$ cat config.mk
export PLATFORM = sky130hd
export DESIGN_NAME = cipb_ctrl
export DESIGN_NICKNAME = d
export VERILOG_FILES = /design/src/design/cipb_pkg.sv /design/src/design/cipb_ctrl.sv
export SDC_FILE = /design/constraint.sdc
export NUM_CORES = 1
export LEC_CHECK = 0
export BUFFER_PORTS_ARGS = -buffer_cell sky130_fd_sc_hd__clkbuf_2
export CAP_MARGIN = 20
export CORE_MARGIN = 5
export CORE_UTILIZATION = 53
export DETAILED_ROUTE_END_ITERATION = 8
export PLACE_DENSITY = 0.77
export REMOVE_ABC_BUFFERS = 1
export SYNTH_ARGS = -nofsm -noshare
export SYNTH_HDL_FRONTEND = slang
export SYNTH_SLANG_ARGS = --single-unit
export TNS_END_PERCENT = 20
$ cat constraint.sdc
create_clock -name clk -period 3.9 [get_ports clk]
set_input_delay 0.39 -clock clk [delete_from_list [all_inputs] [get_ports clk]]
set_output_delay 0.39 -clock clk [all_outputs]
set_load 0.05 [all_outputs]
$ cat src/design/cipb_pkg.sv
// Shared types and constants for the cheapest-insertion polygon builder.
// Holds the item structs and the controller-to-datapath command and status groups.
// No dependencies.
package cipb_pkg;

  typedef struct packed {
    logic               action;
    logic signed [15:0] pos_x;
    logic signed [15:0] pos_y;
  } in_item_t;

  typedef struct packed {
    logic [7:0] placed_at;
    logic [8:0] point_total;
    logic       was_reversed;
    logic       dropped;
  } out_item_t;

  // Actions carried by the item.
  localparam logic ACT_ADD   = 1'b0;
  localparam logic ACT_CLEAR = 1'b1;

  // Source of the data written into the point store.
  typedef enum logic [1:0] {
    WS_P  = 2'd0,
    WS_RD = 2'd1,
    WS_V0 = 2'd2
  } wsel_t;

  // Operand pair for the distance unit.
  typedef enum logic {
    DS_PB = 1'b0,
    DS_AB = 1'b1
  } dsel_t;

  // Last step of the shoelace product sequence (six products plus one drain step).
  localparam logic [2:0] AREA_LAST = 3'd6;

  typedef struct packed {
    logic       load_p;
    logic       rd_en;
    logic       wr_en;
    wsel_t      wr_sel;
    logic       cap_v0;
    logic       cap_v1;
    logic       cap_b;
    logic       b_from_v0;
    logic       area_en;
    logic [2:0] area_step;
    logic       dist_start;
    dsel_t      dist_sel;
    logic       take_dpb;
    logic       eval;
    logic       first;
    logic       advance;
  } dp_cmd_t;

  typedef struct packed {
    logic dist_done;
    logic area_pos;
    logic cost_less;
  } dp_stat_t;

endpackage

$ cat src/design/cipb_ctrl.sv
// Controller state machine: sequences append, winding check, edge scan, ring shift and placement.
// Drives the datapath by command struct and produces the result strobe. Uses cipb_pkg.
module cipb_ctrl #(
  parameter int MAX_POINTS = 256,
  localparam int AW = (MAX_POINTS > 1) ? $clog2(MAX_POINTS) : 1,
  localparam int CNT_W = $clog2(MAX_POINTS + 1)
) (
  input  logic                clk,
  input  logic                rst_n,
  input  logic                start,
  input  logic                in_action,
  output logic                busy,
  output cipb_pkg::dp_cmd_t   cmd,
  output logic [AW-1:0]       addr,
  input  cipb_pkg::dp_stat_t  stat,
  output logic                out_valid,
  output cipb_pkg::out_item_t out_item
);

  typedef enum logic [16:0] {
    S_IDLE   = 17'h00001,
    S_APPEND = 17'h00002,
    S_AR_RD0 = 17'h00004,
    S_AR_RD1 = 17'h00008,
    S_AR_RD2 = 17'h00010,
    S_AR_MUL = 17'h00020,
    S_AR_CHK = 17'h00040,
    S_REV0   = 17'h00080,
    S_REV1   = 17'h00100,
    S_SC_RD  = 17'h00200,
    S_SC_CAP = 17'h00400,
    S_SC_D1  = 17'h00800,
    S_SC_D2  = 17'h01000,
    S_SC_ADV = 17'h02000,
    S_SH_RD  = 17'h04000,
    S_SH_WR  = 17'h08000,
    S_PLACE  = 17'h10000
  } state_t;

  state_t               state_r, state_nxt;
  logic [CNT_W-1:0]     count_r, count_nxt;
  logic [CNT_W-1:0]     idx_r, idx_nxt;
  logic [CNT_W-1:0]     best_r, best_nxt;
  logic [CNT_W-1:0]     at_r, at_nxt;
  logic                 out_valid_r, out_valid_nxt;
  cipb_pkg::out_item_t  out_r, out_nxt;

  logic [CNT_W-1:0] idx_m1, at_c;

  function automatic cipb_pkg::out_item_t mk_out(input logic [CNT_W-1:0] placed,
                                                 input logic [CNT_W-1:0] total,
                                                 input logic rev, input logic drop);
    cipb_pkg::out_item_t o;
    o.placed_at    = 8'(placed);
    o.point_total  = 9'(total);
    o.was_reversed = rev;
    o.dropped      = drop;
    return o;
  endfunction

  assign idx_m1 = idx_r - 1'b1;
  assign at_c   = (stat.cost_less ? idx_m1 : best_r) + 1'b1;

  always_comb begin
    state_nxt     = state_r;
    count_nxt     = count_r;
    idx_nxt       = idx_r;
    best_nxt      = best_r;
    at_nxt        = at_r;
    out_valid_nxt = 1'b0;
    out_nxt       = out_r;
    cmd           = '0;
    addr          = '0;
    case (state_r)
      S_IDLE: begin
        if (start) begin
          cmd.load_p = 1'b1;
          if (in_action == cipb_pkg::ACT_CLEAR) begin
            count_nxt     = '0;
            out_valid_nxt = 1'b1;
            out_nxt       = mk_out('0, '0, 1'b0, 1'b0);
          end else if (count_r == CNT_W'(MAX_POINTS)) begin
            out_valid_nxt = 1'b1;
            out_nxt       = mk_out('0, count_r, 1'b0, 1'b1);
          end else if (count_r < CNT_W'(3)) begin
            state_nxt = S_APPEND;
          end else begin
            idx_nxt   = '0;
            state_nxt = S_SC_RD;
          end
        end
      end
      S_APPEND: begin
        cmd.wr_en  = 1'b1;
        cmd.wr_sel = cipb_pkg::WS_P;
        addr       = count_r[AW-1:0];
        count_nxt  = count_r + 1'b1;
        if (count_r == CNT_W'(2)) begin
          state_nxt = S_AR_RD0;
        end else begin
          out_valid_nxt = 1'b1;
          out_nxt       = mk_out(count_r, count_nxt, 1'b0, 1'b0);
          state_nxt     = S_IDLE;
        end
      end
      S_AR_RD0: begin
        cmd.rd_en = 1'b1;
        addr      = '0;
        state_nxt = S_AR_RD1;
      end
      S_AR_RD1: begin
        cmd.rd_en  = 1'b1;
        cmd.cap_v0 = 1'b1;
        addr       = AW'(1);
        state_nxt  = S_AR_RD2;
      end
      S_AR_RD2: begin
        cmd.cap_v1 = 1'b1;
        idx_nxt    = '0;
        state_nxt  = S_AR_MUL;
      end
      S_AR_MUL: begin
        cmd.area_en   = 1'b1;
        cmd.area_step = idx_r[2:0];
        if (idx_r[2:0] == cipb_pkg::AREA_LAST) begin
          state_nxt = S_AR_CHK;
        end else begin
          idx_nxt = idx_r + 1'b1;
        end
      end
      S_AR_CHK: begin
        if (stat.area_pos) begin
          state_nxt = S_REV0;
        end else begin
          out_valid_nxt = 1'b1;
          out_nxt       = mk_out(CNT_W'(2), count_r, 1'b0, 1'b0);
          state_nxt     = S_IDLE;
        end
      end
      // Reversing three points swaps the first and the last.
      S_REV0: begin
        cmd.wr_en  = 1'b1;
        cmd.wr_sel = cipb_pkg::WS_P;
        addr       = '0;
        state_nxt  = S_REV1;
      end
      S_REV1: begin
        cmd.wr_en     = 1'b1;
        cmd.wr_sel    = cipb_pkg::WS_V0;
        addr          = AW'(2);
        out_valid_nxt = 1'b1;
        out_nxt       = mk_out('0, count_r, 1'b1, 1'b0);
        state_nxt     = S_IDLE;
      end
      S_SC_RD: begin
        cmd.rd_en = 1'b1;
        addr      = idx_r[AW-1:0];
        state_nxt = S_SC_CAP;
      end
      S_SC_CAP: begin
        cmd.cap_b      = 1'b1;
        cmd.b_from_v0  = (idx_r == count_r);
        cmd.cap_v0     = (idx_r == '0);
        cmd.dist_start = 1'b1;
        cmd.dist_sel   = cipb_pkg::DS_PB;
        state_nxt      = S_SC_D1;
      end
      S_SC_D1: begin
        if (stat.dist_done) begin
          cmd.take_dpb = 1'b1;
          if (idx_r == '0) begin
            state_nxt = S_SC_ADV;
          end else begin
            cmd.dist_start = 1'b1;
            cmd.dist_sel   = cipb_pkg::DS_AB;
            state_nxt      = S_SC_D2;
          end
        end
      end
      S_SC_D2: begin
        if (stat.dist_done) begin
          cmd.eval    = 1'b1;
          cmd.first   = (idx_r == CNT_W'(1));
          cmd.advance = 1'b1;
          if (stat.cost_less) begin
            best_nxt = idx_m1;
          end
          if (idx_r == count_r) begin
            at_nxt    = at_c;
            idx_nxt   = count_r;
            state_nxt = (at_c == count_r) ? S_PLACE : S_SH_RD;
          end else begin
            idx_nxt   = idx_r + 1'b1;
            state_nxt = S_SC_RD;
          end
        end
      end
      S_SC_ADV: begin
        cmd.advance = 1'b1;
        idx_nxt     = CNT_W'(1);
        state_nxt   = S_SC_RD;
      end
      S_SH_RD: begin
        cmd.rd_en = 1'b1;
        addr      = idx_m1[AW-1:0];
        state_nxt = S_SH_WR;
      end
      S_SH_WR: begin
        cmd.wr_en  = 1'b1;
        cmd.wr_sel = cipb_pkg::WS_RD;
        addr       = idx_r[AW-1:0];
        idx_nxt    = idx_m1;
        state_nxt  = (idx_m1 == at_r) ? S_PLACE : S_SH_RD;
      end
      S_PLACE: begin
        cmd.wr_en     = 1'b1;
        cmd.wr_sel    = cipb_pkg::WS_P;
        addr          = at_r[AW-1:0];
        count_nxt     = count_r + 1'b1;
        out_valid_nxt = 1'b1;
        out_nxt       = mk_out(at_r, count_nxt, 1'b0, 1'b0);
        state_nxt     = S_IDLE;
      end
      default: begin
        state_nxt = S_IDLE;
      end
    endcase
  end

  always_ff @(posedge clk) begin
    if (!rst_n) begin
      state_r     <= S_IDLE;
      count_r     <= '0;
      out_valid_r <= 1'b0;
    end else begin
      state_r     <= state_nxt;
      count_r     <= count_nxt;
      out_valid_r <= out_valid_nxt;
    end
  end

  always_ff @(posedge clk) begin
    idx_r  <= idx_nxt;
    best_r <= best_nxt;
    at_r   <= at_nxt;
    out_r  <= out_nxt;
  end

  assign busy      = (state_r != S_IDLE);
  assign out_valid = out_valid_r;
  assign out_item  = out_r;

  a_count_bound: assert property (@(posedge clk) disable iff (!rst_n)
    count_r <= CNT_W'(MAX_POINTS))
    else $error("ring count above store size");

  a_result_idle: assert property (@(posedge clk) disable iff (!rst_n)
    out_valid_r |-> (state_r == S_IDLE))
    else $error("result strobe while still working");

  a_accept_moves: assert property (@(posedge clk) disable iff (!rst_n)
    (state_r == S_IDLE && start) |=> (out_valid_r || state_r != S_IDLE))
    else $error("accepted item neither finished nor started");

  a_shift_above: assert property (@(posedge clk) disable iff (!rst_n)
    (state_r == S_SH_RD) |-> (idx_r > at_r))
    else $error("ring shift passed the insertion point");

endmodule

==> results of run 1 <==
[critical path: stages, from the launching register on]
cell      delay [ns]
edfxtp_1        0.56
inv_1           0.22
ha_1            0.35
or3b_1          0.50
o31ai_1         0.47
nand2_1         0.23
a221o_1         0.39
clkbuf_2        0.24
[how the worst max path moves through the flow]
stage,start,to,slack [ns],cells past startpoint
2_1_floorplan,state_r[0],out_item[0],-0.66,5
3_3_place_gp,idx_r[1],state_r[14],0.66,10
3_5_place_dp,idx_r[1],state_r[14],0.52,10
4_1_cts,idx_r[1],addr[6],0.24,7
5_1_grt,idx_r[1],addr[6],0.04,7
6_report,idx_r[1],addr[6],0.19,7
[layout make-up]
type,instances,area [sq um]
fillers,687,3170
flip-flops and latches,73,1920
well taps,105,131
clock inverters,4,23.8
multi-input cells,363,2420
inverters,18,67.6
repair buffers,66,360
clock buffers,12,166
[cell usage after synthesis (4+ instances only)]
cell       n  share of area (%)
xor2_1    23                4.4
nand4_1    9                1.2
or2_2      5               0.69
nand3b_1  11                1.8
nor4_1    16                2.2
dfxtp_1   27                 12
nor3_1    16                1.8
a22o_1     9                1.7
buf_1      4               0.33
a221o_1    5                1.1
nand3_1   11                1.2
inv_1     18                1.5
ha_1       8                2.2
a21oi_1   14                1.5
and2_1    13                1.8
or3_1      7               0.97
a31oi_1    5               0.69
nor2_1    37                3.1
edfxtp_1  46                 30
xnor2_1   21                4.1
o21ai_0   28                3.1
a22oi_1    9                1.5
nand2b_1   4               0.55
and3_1    17                2.3
a21boi_0   8                1.3
clkbuf_1  20                1.7
nor3b_1    4               0.66
nand2_1   35                2.9
[cells by family after synthesis]
| kind of cell | count (synthesis) | synth area share, % |
|---|---|---|
| flip-flops | 73 | 42.4 |
| AO/OA/AOI/OAI | 104 | 16.1 |
| buffers and inverters | 48 | 4.56 |
| XOR/XNOR | 45 | 9.00 |
| multiplexers | 2 | 0.552 |
| adder cells (fa/ha/maj) | 8 | 2.21 |
| AND/OR/NAND/NOR | 204 | 25.2 |
[flip-flops by register name (all words and copies together) (netlist names)]
register	flops
at_r	9
idx_r	9
out_item	19
state_r	17
out_valid	1
best_r	9
count_r	9
[where the power goes]
group,total [mW],leakage (nW),switching (mW),internal [mW]
clock network,0.584,0.0960,0.298,0.286
logic,1.21,1.33,0.825,0.389
registers,1.13,0.649,0.155,0.970
total,2.92,2.08,1.28,1.65
[per-stage QoR]
step	worst slack, ns	hold WS [ns]	utilization [%]
6_report	0.187	0.331	61.7
5_1_grt	0.0360	0.341	61.7
4_1_cts	0.239	0.319	61.7
3_5_place_dp	0.523	0.519	59.4
3_3_place_gp	0.663	0.509	59.4
2_1_floorplan	-0.657	0.466	-
[layer usage]
layer  wire length (um)  part of all wire [%]  up-vias
met5                  0                     0        -
met4                407                   3.2        0
met3               1340                    11       41
met2               5800                    46      248
met1               5180                    41     1893
li1                   -                     -     1870
==> impl_metrics.env, run 1 <==
export IMPL_viasPerCell=6.32
export IMPL_rows=33
export IMPL_instances_no_fill=641
export IMPL_area_growth_pct=12.4
export IMPL_pwr_density_cell_mw_per_mm2=574
export IMPL_gp_congestion=0.945
export IMPL_avgSynthCellArea_sq_um=9.36
export IMPL_fin_nets=546
export IMPL_drtIter0Drc=446
export IMPL_ir_worst_vdd_mv=0.288
export IMPL_syn_instance_count=484
export IMPL_r2r_setup_slack_ns=0.37
export IMPL_dr_total_vias=4052
export IMPL_antenna_found_initial=0
export IMPL_die_w_um=102
export IMPL_grt_pass1_wl_um=20300
export IMPL_finalPower_mw=2.92
export IMPL_grt_pass1_vias=3804
export IMPL_die_height_um=102
export IMPL_postPlaceCellArea_sq_mm=0.00490
export IMPL_layout_drive_gt1_share_pct=18.3
export IMPL_critPathMaxFanout=10
export IMPL_dp_hpwl_um=9330
export IMPL_critPathKind="flop to output port"
export IMPL_drv_slew=0
export IMPL_status="completed"
export IMPL_io_buffers=54
export IMPL_rsz0062_at_grt="false"
export IMPL_top_usage_layer="met2"
export IMPL_ctsHoldBuffers=0
export IMPL_hold_class="input port to flop"
export IMPL_synth_distinct_cells=63
export IMPL_seq_area_frac_synth_pct=42.4
export IMPL_fin_skew_ns=0.0171
export IMPL_firstDrtPassIters=5
export IMPL_fin_area_sq_mm=0.00509
export IMPL_cts_max_level=3
export IMPL_critPathCaptureType="output port"
export IMPL_cts_sinks=73
export IMPL_final_cell_mix="clkbuf_2 (54), edfxtp_1 (46), nor2_1 (37)"
export IMPL_start_kind="flop"
export IMPL_whs_path_depth=2
export IMPL_cp_arrival_ns=3.32
export IMPL_r2r_cells=10
export IMPL_slew_headroom_pct=40.4
export IMPL_cts_tree="yes"
export IMPL_synth_edf_count=46
export IMPL_finalCritPeriodShare_pct=95.2
export IMPL_final_common_cell="clkbuf_2"
export IMPL_maxCapViolations=0
export IMPL_num_antenna_cells=0
export IMPL_placedCellCount=625
export IMPL_drc=0
export IMPL_totalWireLength_um=12700
export IMPL_die_area_sq_mm=0.0105
export IMPL_wire_per_inst_um=19.9
export IMPL_cts_resized=0
export IMPL_fmaxAchievable_ghz=0.269
export IMPL_grt_use_met1_pct=34.4
export IMPL_hp_start="stat[1]"
export IMPL_tightest_slew_ns=0.888
export IMPL_grt_usage_pct=25.2
export IMPL_cts_buffer_depth=2
export IMPL_setup_violations_final=0
export IMPL_ios=55
export IMPL_grt_ovfl_total=0
export IMPL_ys_warn_count=0
export IMPL_p_leak_nw=2.08
export IMPL_reg2reg_from="idx_r[1]"
export IMPL_regToRegEndpoint="state_r[14]"
export IMPL_cts_root_buf="clkbuf_8"
export IMPL_min_to="state_r[7]"
export IMPL_syn_cell_area_sq_mm=0.00453
export IMPL_cts_setup_buffers=0
export IMPL_met3_usage_pct=6.21
export IMPL_synthFlopType="edfxtp_1"
export IMPL_ant_nets=0
export IMPL_hold_violations=0
export IMPL_fp_coreArea_sq_mm=0.00826
export IMPL_clock_latency_ns=0.37
export IMPL_clk_pin_slew_worst_paths_ns=0.08
export IMPL_grt_max_degree=23
export IMPL_initial_utilization_pct=54.9
export IMPL_cts_buffers_inserted=9
export IMPL_min_period_ns=3.71
export IMPL_worstPathRequired_ns=3.51
export IMPL_gr_usage_met2_pct=38.9
export IMPL_final_setup_tns_ns=0
export IMPL_ys_async_sr_fraction_pct=0
export IMPL_synth_seq_cells=73
Note: power is estimated with default switching activity, not from simulation.
==> run 2: changes to the inputs <==
--- a/config.mk
+++ b/config.mk
@@ -11,6 +11,7 @@
 export CORE_UTILIZATION = 53
 export DETAILED_ROUTE_END_ITERATION = 8
 export PLACE_DENSITY = 0.77
+export RECOVER_POWER = 100
 export REMOVE_ABC_BUFFERS = 1
 export SYNTH_ARGS = -nofsm -noshare
 export SYNTH_HDL_FRONTEND = slang
==> run 2 against run 1 <==
Compared with the run above:
- critical path depth did not move
- via count fell by 0.52%
- largest cell class unchanged
- first-iteration DRC count fell by 5.2%
- maximum frequency rose by 0.57%
- setup slack improved by 0.021 ns
- non-clock buffer count did not move
- sequential cell count did not move
- combinational power barely moved
- power fell by 1.3%
- highest routed layer unchanged
- design area fell by 1.9%
==> impl_metrics.env, run 2 (synthesized netlist as in run 1, its figures left out) <==
export IMPL_tightest_slew_ns=0.906
export IMPL_dp_hpwl_um=9330
export IMPL_top_layer="met4"
export IMPL_drtIter0Drc=423
export IMPL_antenna_found_initial=0
export IMPL_instances_no_fill=641
export IMPL_pre_cts_slack_ns=0.523
export IMPL_gp_congestion=0.945
export IMPL_final_cell_mix="edfxtp_1 (46), clkbuf_1 (46), nor2_1 (37)"
export IMPL_slew_headroom_pct=39.0
export IMPL_grt_max_degree=23
export IMPL_die_w_um=102
export IMPL_critPathMaxFanout=10
export IMPL_rsz0062_at_grt="false"
export IMPL_finalPower_mw=2.89
export IMPL_grt_pass1_vias=3804
export IMPL_cts_max_level=3
export IMPL_largest_register_ffs=19
export IMPL_placedCellCount=625
export IMPL_ios=55
export IMPL_multi_input_area_sq_mm=0.00240
export IMPL_cts_tree="yes"
export IMPL_critPathCaptureType="output port"
export IMPL_finalCritPeriodShare_pct=94.7
export IMPL_fillers=723
export IMPL_wl_met2_um=5780
export IMPL_grt_pass1_wl_um=20300
export IMPL_drt_met1_wl_um=5240
export IMPL_ir_worst_vdd_mv=0.285
export IMPL_io_buffers=54
export IMPL_fp_coreArea_sq_mm=0.00826
export IMPL_worstPathRequired_ns=3.51
export IMPL_maxCapViolations=0
export IMPL_firstDrtPassIters=5
export IMPL_seq_area_sq_mm=0.00192
export IMPL_viasPerCell=6.29
export IMPL_num_antenna_cells=0
export IMPL_postPlaceCellArea_sq_mm=0.00490
export IMPL_min_period_ns=3.69
export IMPL_wl_met3_um=1230
export IMPL_rows=33
export IMPL_die_area_sq_mm=0.0105
export IMPL_die_height_um=102
export IMPL_dr_total_vias=4031
export IMPL_final_setup_tns_ns=0
export IMPL_hold_ws_ns=0.331
export IMPL_cts_root_buf="clkbuf_8"
export IMPL_cts_setup_buffers=0
export IMPL_status="completed"
export IMPL_clk_pin_slew_worst_paths_ns=0.08
export IMPL_drv_slew=0
export IMPL_final_util_pct=60.5
export IMPL_layout_setup_ws_ns=0.208
export IMPL_drc=0
export IMPL_hold_violations=0
export IMPL_area_growth_pct=10.2
export IMPL_start_kind="flop"
export IMPL_cp_arrival_ns=3.30
export IMPL_grt_ovfl_total=0
export IMPL_ctsHoldBuffers=0
export IMPL_pwr_density_cell_mw_per_mm2=578
export IMPL_cts_buffer_depth=2
export IMPL_grt_usage_pct=25.2
export IMPL_fin_nets=546
export IMPL_initial_utilization_pct=54.9
export IMPL_hold_class="input port to flop"
export IMPL_setup_violations_final=0
export IMPL_fmaxAchievable_ghz=0.271
export IMPL_p_leak_nw=1.92
export IMPL_wire_per_inst_um=19.7
export IMPL_cts_buffers_inserted=9
export IMPL_fin_skew_ns=0.0185
export IMPL_totalWireLength_um=12700
export IMPL_cts_resized=0
export IMPL_ant_nets=0
export IMPL_clock_latency_ns=0.36
export IMPL_critPathKind="flop to output port"
export IMPL_cts_sinks=73
export IMPL_fin_area_sq_mm=0.00499
export IMPL_layout_drive_gt1_share_pct=8.96
[run 2: cell count changes in the layout (fill, tap and decap cells not counted), sizes merged]
cell,change
buf,-7
clkbuf,+7
[run 2: where the power goes]
part / total (mW) / switching, mW / internal, mW
Sequential: 1.13 / 0.153 / 0.972
Combinational: 1.18 / 0.820 / 0.358
Clock: 0.583 / 0.297 / 0.286
Total: 2.89 / 1.27 / 1.62
[run 2: metal layers]
metal	vias up	track usage, %
li1	1872	-
met1	1878	34.4
met2	237	38.9
met3	44	6.21
met4	0	8.98
met5	-	0
[run 2: area by class of cell]
| type | count | area share [%] |
|---|---|---|
| clock buffers | 12 | 3.33 |
| clock inverters | 4 | 0.476 |
| inverters | 18 | 1.35 |
| multi-input cells | 363 | 48.0 |
| flip-flops and latches | 73 | 38.5 |
| well taps | 105 | 2.63 |
| repair buffers | 66 | 5.74 |
[run 2: worst max-delay path, cell delays in order (launching register included)]
cell and delay [ns]:
edfxtp_1 0.55, inv_1 0.21, ha_1 0.34, or3b_1 0.50
o31ai_1 0.47, nand2_1 0.23, a221o_1 0.39, clkbuf_2 0.24
[run 2: path summary, 6_finish.rpt]
path | slack (ns) | depth (start not counted) | endpoint | startpoint
worst min register to register | 0.54 | 1 | state_r[3] | state_r[3]
worst min-delay path | 0.33 | 2 | state_r[7] | stat[1]
worst max register to register | 0.27 | 10 | state_r[16] | idx_r[1]
worst max-delay path | 0.21 | 7 | addr[6] | idx_r[1]
==> run 3: changes to the inputs <==
--- a/config.mk
+++ b/config.mk
@@ -5,12 +5,13 @@
 export SDC_FILE = /design/constraint.sdc
 export NUM_CORES = 1
 export LEC_CHECK = 0
+export ABC_AREA = 1
 export BUFFER_PORTS_ARGS = -buffer_cell sky130_fd_sc_hd__clkbuf_2
 export CAP_MARGIN = 20
 export CORE_MARGIN = 5
 export CORE_UTILIZATION = 53
 export DETAILED_ROUTE_END_ITERATION = 8
-export PLACE_DENSITY = 0.77
+export PLACE_DENSITY = 0.76
 export RECOVER_POWER = 100
 export REMOVE_ABC_BUFFERS = 1
 export SYNTH_ARGS = -nofsm -noshare
==> run 3 against run 2 <==
Compared with the run above:
- setup slack better by 0.15 ns
- clock skew is 0.0072 ns lower
- synthesized cell count grew 31%
- largest power group unchanged
- die area increased by 5.0%
- register-to-register slack gained 0.16 ns
- design area up 5.5%
- synthesized area rose by 5.5%
- routed wire length up 24%
- power rose by 39%
- combinational power up 65%
- sequential cell count stayed put
==> impl_metrics.env, run 3 <==
export IMPL_layout_drive_gt1_share_pct=10.1
export IMPL_wire_per_inst_um=19.6
export IMPL_critPathKind="flop to output port"
export IMPL_hold_violations=0
export IMPL_clockPowerShare_pct=18.8
export IMPL_die_height_um=105
export IMPL_synth_distinct_cells=44
export IMPL_status="completed"
export IMPL_critPathSlowestCell="clkbuf_1"
export IMPL_io_buffers=54
export IMPL_final_setup_tns_ns=0
export IMPL_cts_buffer_depth=2
export IMPL_synth_top_area_share_pct=28.9
export IMPL_drv_slew=0
export IMPL_num_antenna_cells=0
export IMPL_grt_max_degree=22
export IMPL_firstDrtPassIters=6
export IMPL_worstPathRequired_ns=3.51
export IMPL_final_common_cell="nand2_1"
export IMPL_pre_cts_slack_ns=0.813
export IMPL_ios=55
export IMPL_crit_family="simple AND/OR/NAND/NOR gates"
export IMPL_reg2reg_from="idx_r[2]"
export IMPL_ir_worst_vdd_mv=0.362
export IMPL_drc=0
export IMPL_switching_share_pct=51.2
export IMPL_grt_usage_pct=28.1
export IMPL_dp_hpwl_um=12000
export IMPL_seq_power_share_pct=32.6
export IMPL_setup_violations_final=0
export IMPL_critPathMaxFanout=9
export IMPL_ys_async_sr_fraction_pct=0
export IMPL_area_growth_pct=10.3
export IMPL_instances_no_fill=803
export IMPL_syn_instance_count=632
export IMPL_die_w_um=105
export IMPL_min_to="state_r[0]"
export IMPL_maxCapViolations=0
export IMPL_initial_utilization_pct=54.5
export IMPL_drt_met1_wl_um=6790
export IMPL_dr_total_vias=4742
export IMPL_antenna_found_initial=0
export IMPL_slew_headroom_pct=35.9
export IMPL_fin_nets=705
export IMPL_synth_edf_count=46
export IMPL_hold_ws_ns=0.285
export IMPL_slowest_delay_ns=0.53
export IMPL_regToRegEndpoint="at_r[4]"
export IMPL_internal_power_mw=1.96
export IMPL_r2r_setup_slack_ns=0.43
export IMPL_synthFlopType="edfxtp_1"
export IMPL_wl_met3_um=1460
export IMPL_wl_met2_um=7070
export IMPL_final_util_pct=60.1
export IMPL_grt_pass1_wl_um=24200
export IMPL_pwr_share_comb_pct=48.6
export IMPL_largest_register_ffs=19
export IMPL_fp_coreArea_sq_mm=0.00876
export IMPL_avgSynthCellArea_sq_um=7.56
export IMPL_placedCellCount=787
export IMPL_synth_seq_cells=73
export IMPL_cp_buffers_inverters=2
export IMPL_cp_arrival_ns=3.16
export IMPL_synth_top_area_cell="edfxtp_1"
export IMPL_cts_sinks=73
export IMPL_start_kind="flop"
export IMPL_whs_path_depth=2
export IMPL_grt_ovfl_total=0
export IMPL_layout_setup_ws_ns=0.354
export IMPL_syn_cell_area_sq_mm=0.00478
export IMPL_cts_max_level=3
export IMPL_p_sw_mw=2.06
export IMPL_cts_root_buf="clkbuf_8"
export IMPL_viasPerCell=5.91
export IMPL_cts_setup_buffers=0
export IMPL_die_area_sq_mm=0.0110
export IMPL_drtIter0Drc=462
export IMPL_p_leak_nw=2.31
export IMPL_clock_latency_ns=0.36
export IMPL_gp_congestion=0.994
export IMPL_cts_buffers_inserted=9
export IMPL_hold_class="input port to flop"
export IMPL_critPathCaptureType="output port"
export IMPL_cp_common_cell="nor2_1"
export IMPL_cts_resized=0
export IMPL_cp_cell_sequence="nor2_1 -> nand3_1 -> nor2_1 -> nand2_1 -> nor2_1 -> nand2_1 -> nor3_4 -> inv_1 -> o221ai_1 -> clkbuf_1"
export IMPL_rsz0062_at_grt="false"
export IMPL_min_period_ns=3.55
export IMPL_yosysMostFrequentCell="nand2_1"
export IMPL_rows=34
export IMPL_totalWireLength_um=15700
export IMPL_fin_skew_ns=0.0113
export IMPL_tightest_slew_ns=0.953
export IMPL_pwr_density_cell_mw_per_mm2=761
export IMPL_synth_area_top_cells="edfxtp_1 (29%), dfxtp_1 (11%), nand2_1 (11%)"
export IMPL_synthTopCellsByCount="nand2_1 (137), inv_1 (90), nand3_1 (59)"
export IMPL_seq_area_frac_synth_pct=40.2
export IMPL_fmaxAchievable_ghz=0.282
export IMPL_ctsHoldBuffers=0
export IMPL_final_cell_mix="nand2_1 (142), inv_1 (93), nand3_1 (59)"
export IMPL_top_layer="met4"
export IMPL_clk_pin_slew_worst_paths_ns=0.09
export IMPL_cts_tree="yes"
export IMPL_finalCritPeriodShare_pct=90.9
export IMPL_hp_start="rst_n"
export IMPL_ant_nets=0
export IMPL_r2r_cells=7
export IMPL_ys_warn_count=0
export IMPL_grt_pass1_vias=4329
==> run 3: layout make-up <==
| type | count | area [sq um] |
|---|---|---|
| timing repair buffer | 59 | 246 |
| clock inverter | 7 | 119 |
| clock buffer | 9 | 124 |
| multi-input combinational | 442 | 2330 |
| fill | 848 | 3490 |
| inverter | 105 | 395 |
| sequential | 73 | 1920 |
| tap | 108 | 135 |
==> run 3: power groups by stage <==
| stage | clock (mW) | combinational (mW) | sequential [mW] |
|---|---|---|---|
| 6_report | 0.754 | 1.95 | 1.31 |
| 5_1_grt | 0.779 | 2.10 | 1.33 |
| 4_1_cts | 0.753 | 1.99 | 1.31 |
| 3_5_place_dp | 0 | 1.98 | 1.33 |
| 3_3_place_gp | 0 | 1.97 | 1.32 |
| 2_1_floorplan | 0 | 1.09 | 1.63 |
==> run 3: stage by stage <==
step / area (sq um) / power, mW
finish: 5270 / 4.01
floorplan: 4710 / 2.72
global route: 5270 / 4.21
global placement: 5150 / 3.29
CTS: 5400 / 4.05
detailed placement: 5150 / 3.31
==> run 3: logic make-up after synthesis <==
kind of cell	share of synthesized area [%]
AO/OA/AOI/OAI	11.1
flip-flops	40.2
XOR/XNOR	2.93
adder cells (fa/ha/maj)	2.09
buffers and inverters	9.74
AND/OR/NAND/NOR	34.0
==> run 3: worst reg2reg max path: cells and delay by family, from the launching register on <==
kind,cells,cell delay (ns)
compound gates,1,0.15
buf+inv,2,1.02
flops,1,0.58
simple gates,4,1.35
==> run 3: layer usage <==
| layer | global-route usage, % | vias to the layer above |
|---|---|---|
| met5 | 0 | - |
| met4 | 8.77 | 0 |
| met3 | 4.19 | 42 |
| met2 | 42.8 | 268 |
| met1 | 41.3 | 2187 |
| li1 | - | 2245 |
==> run 3: how the worst max path moves through the flow <==
stage,startpoint,cells past startpoint,slack (ns),to
6_report,state_r[2],10,0.35,addr[1]
3_3_place_gp,idx_r[0],17,0.94,state_r[14]
5_1_grt,state_r[14],12,0.22,addr[7]
3_5_place_dp,idx_r[0],17,0.81,state_r[14]
2_1_floorplan,state_r[8],9,0.21,cmd[1]
4_1_cts,state_r[2],10,0.72,addr[1]
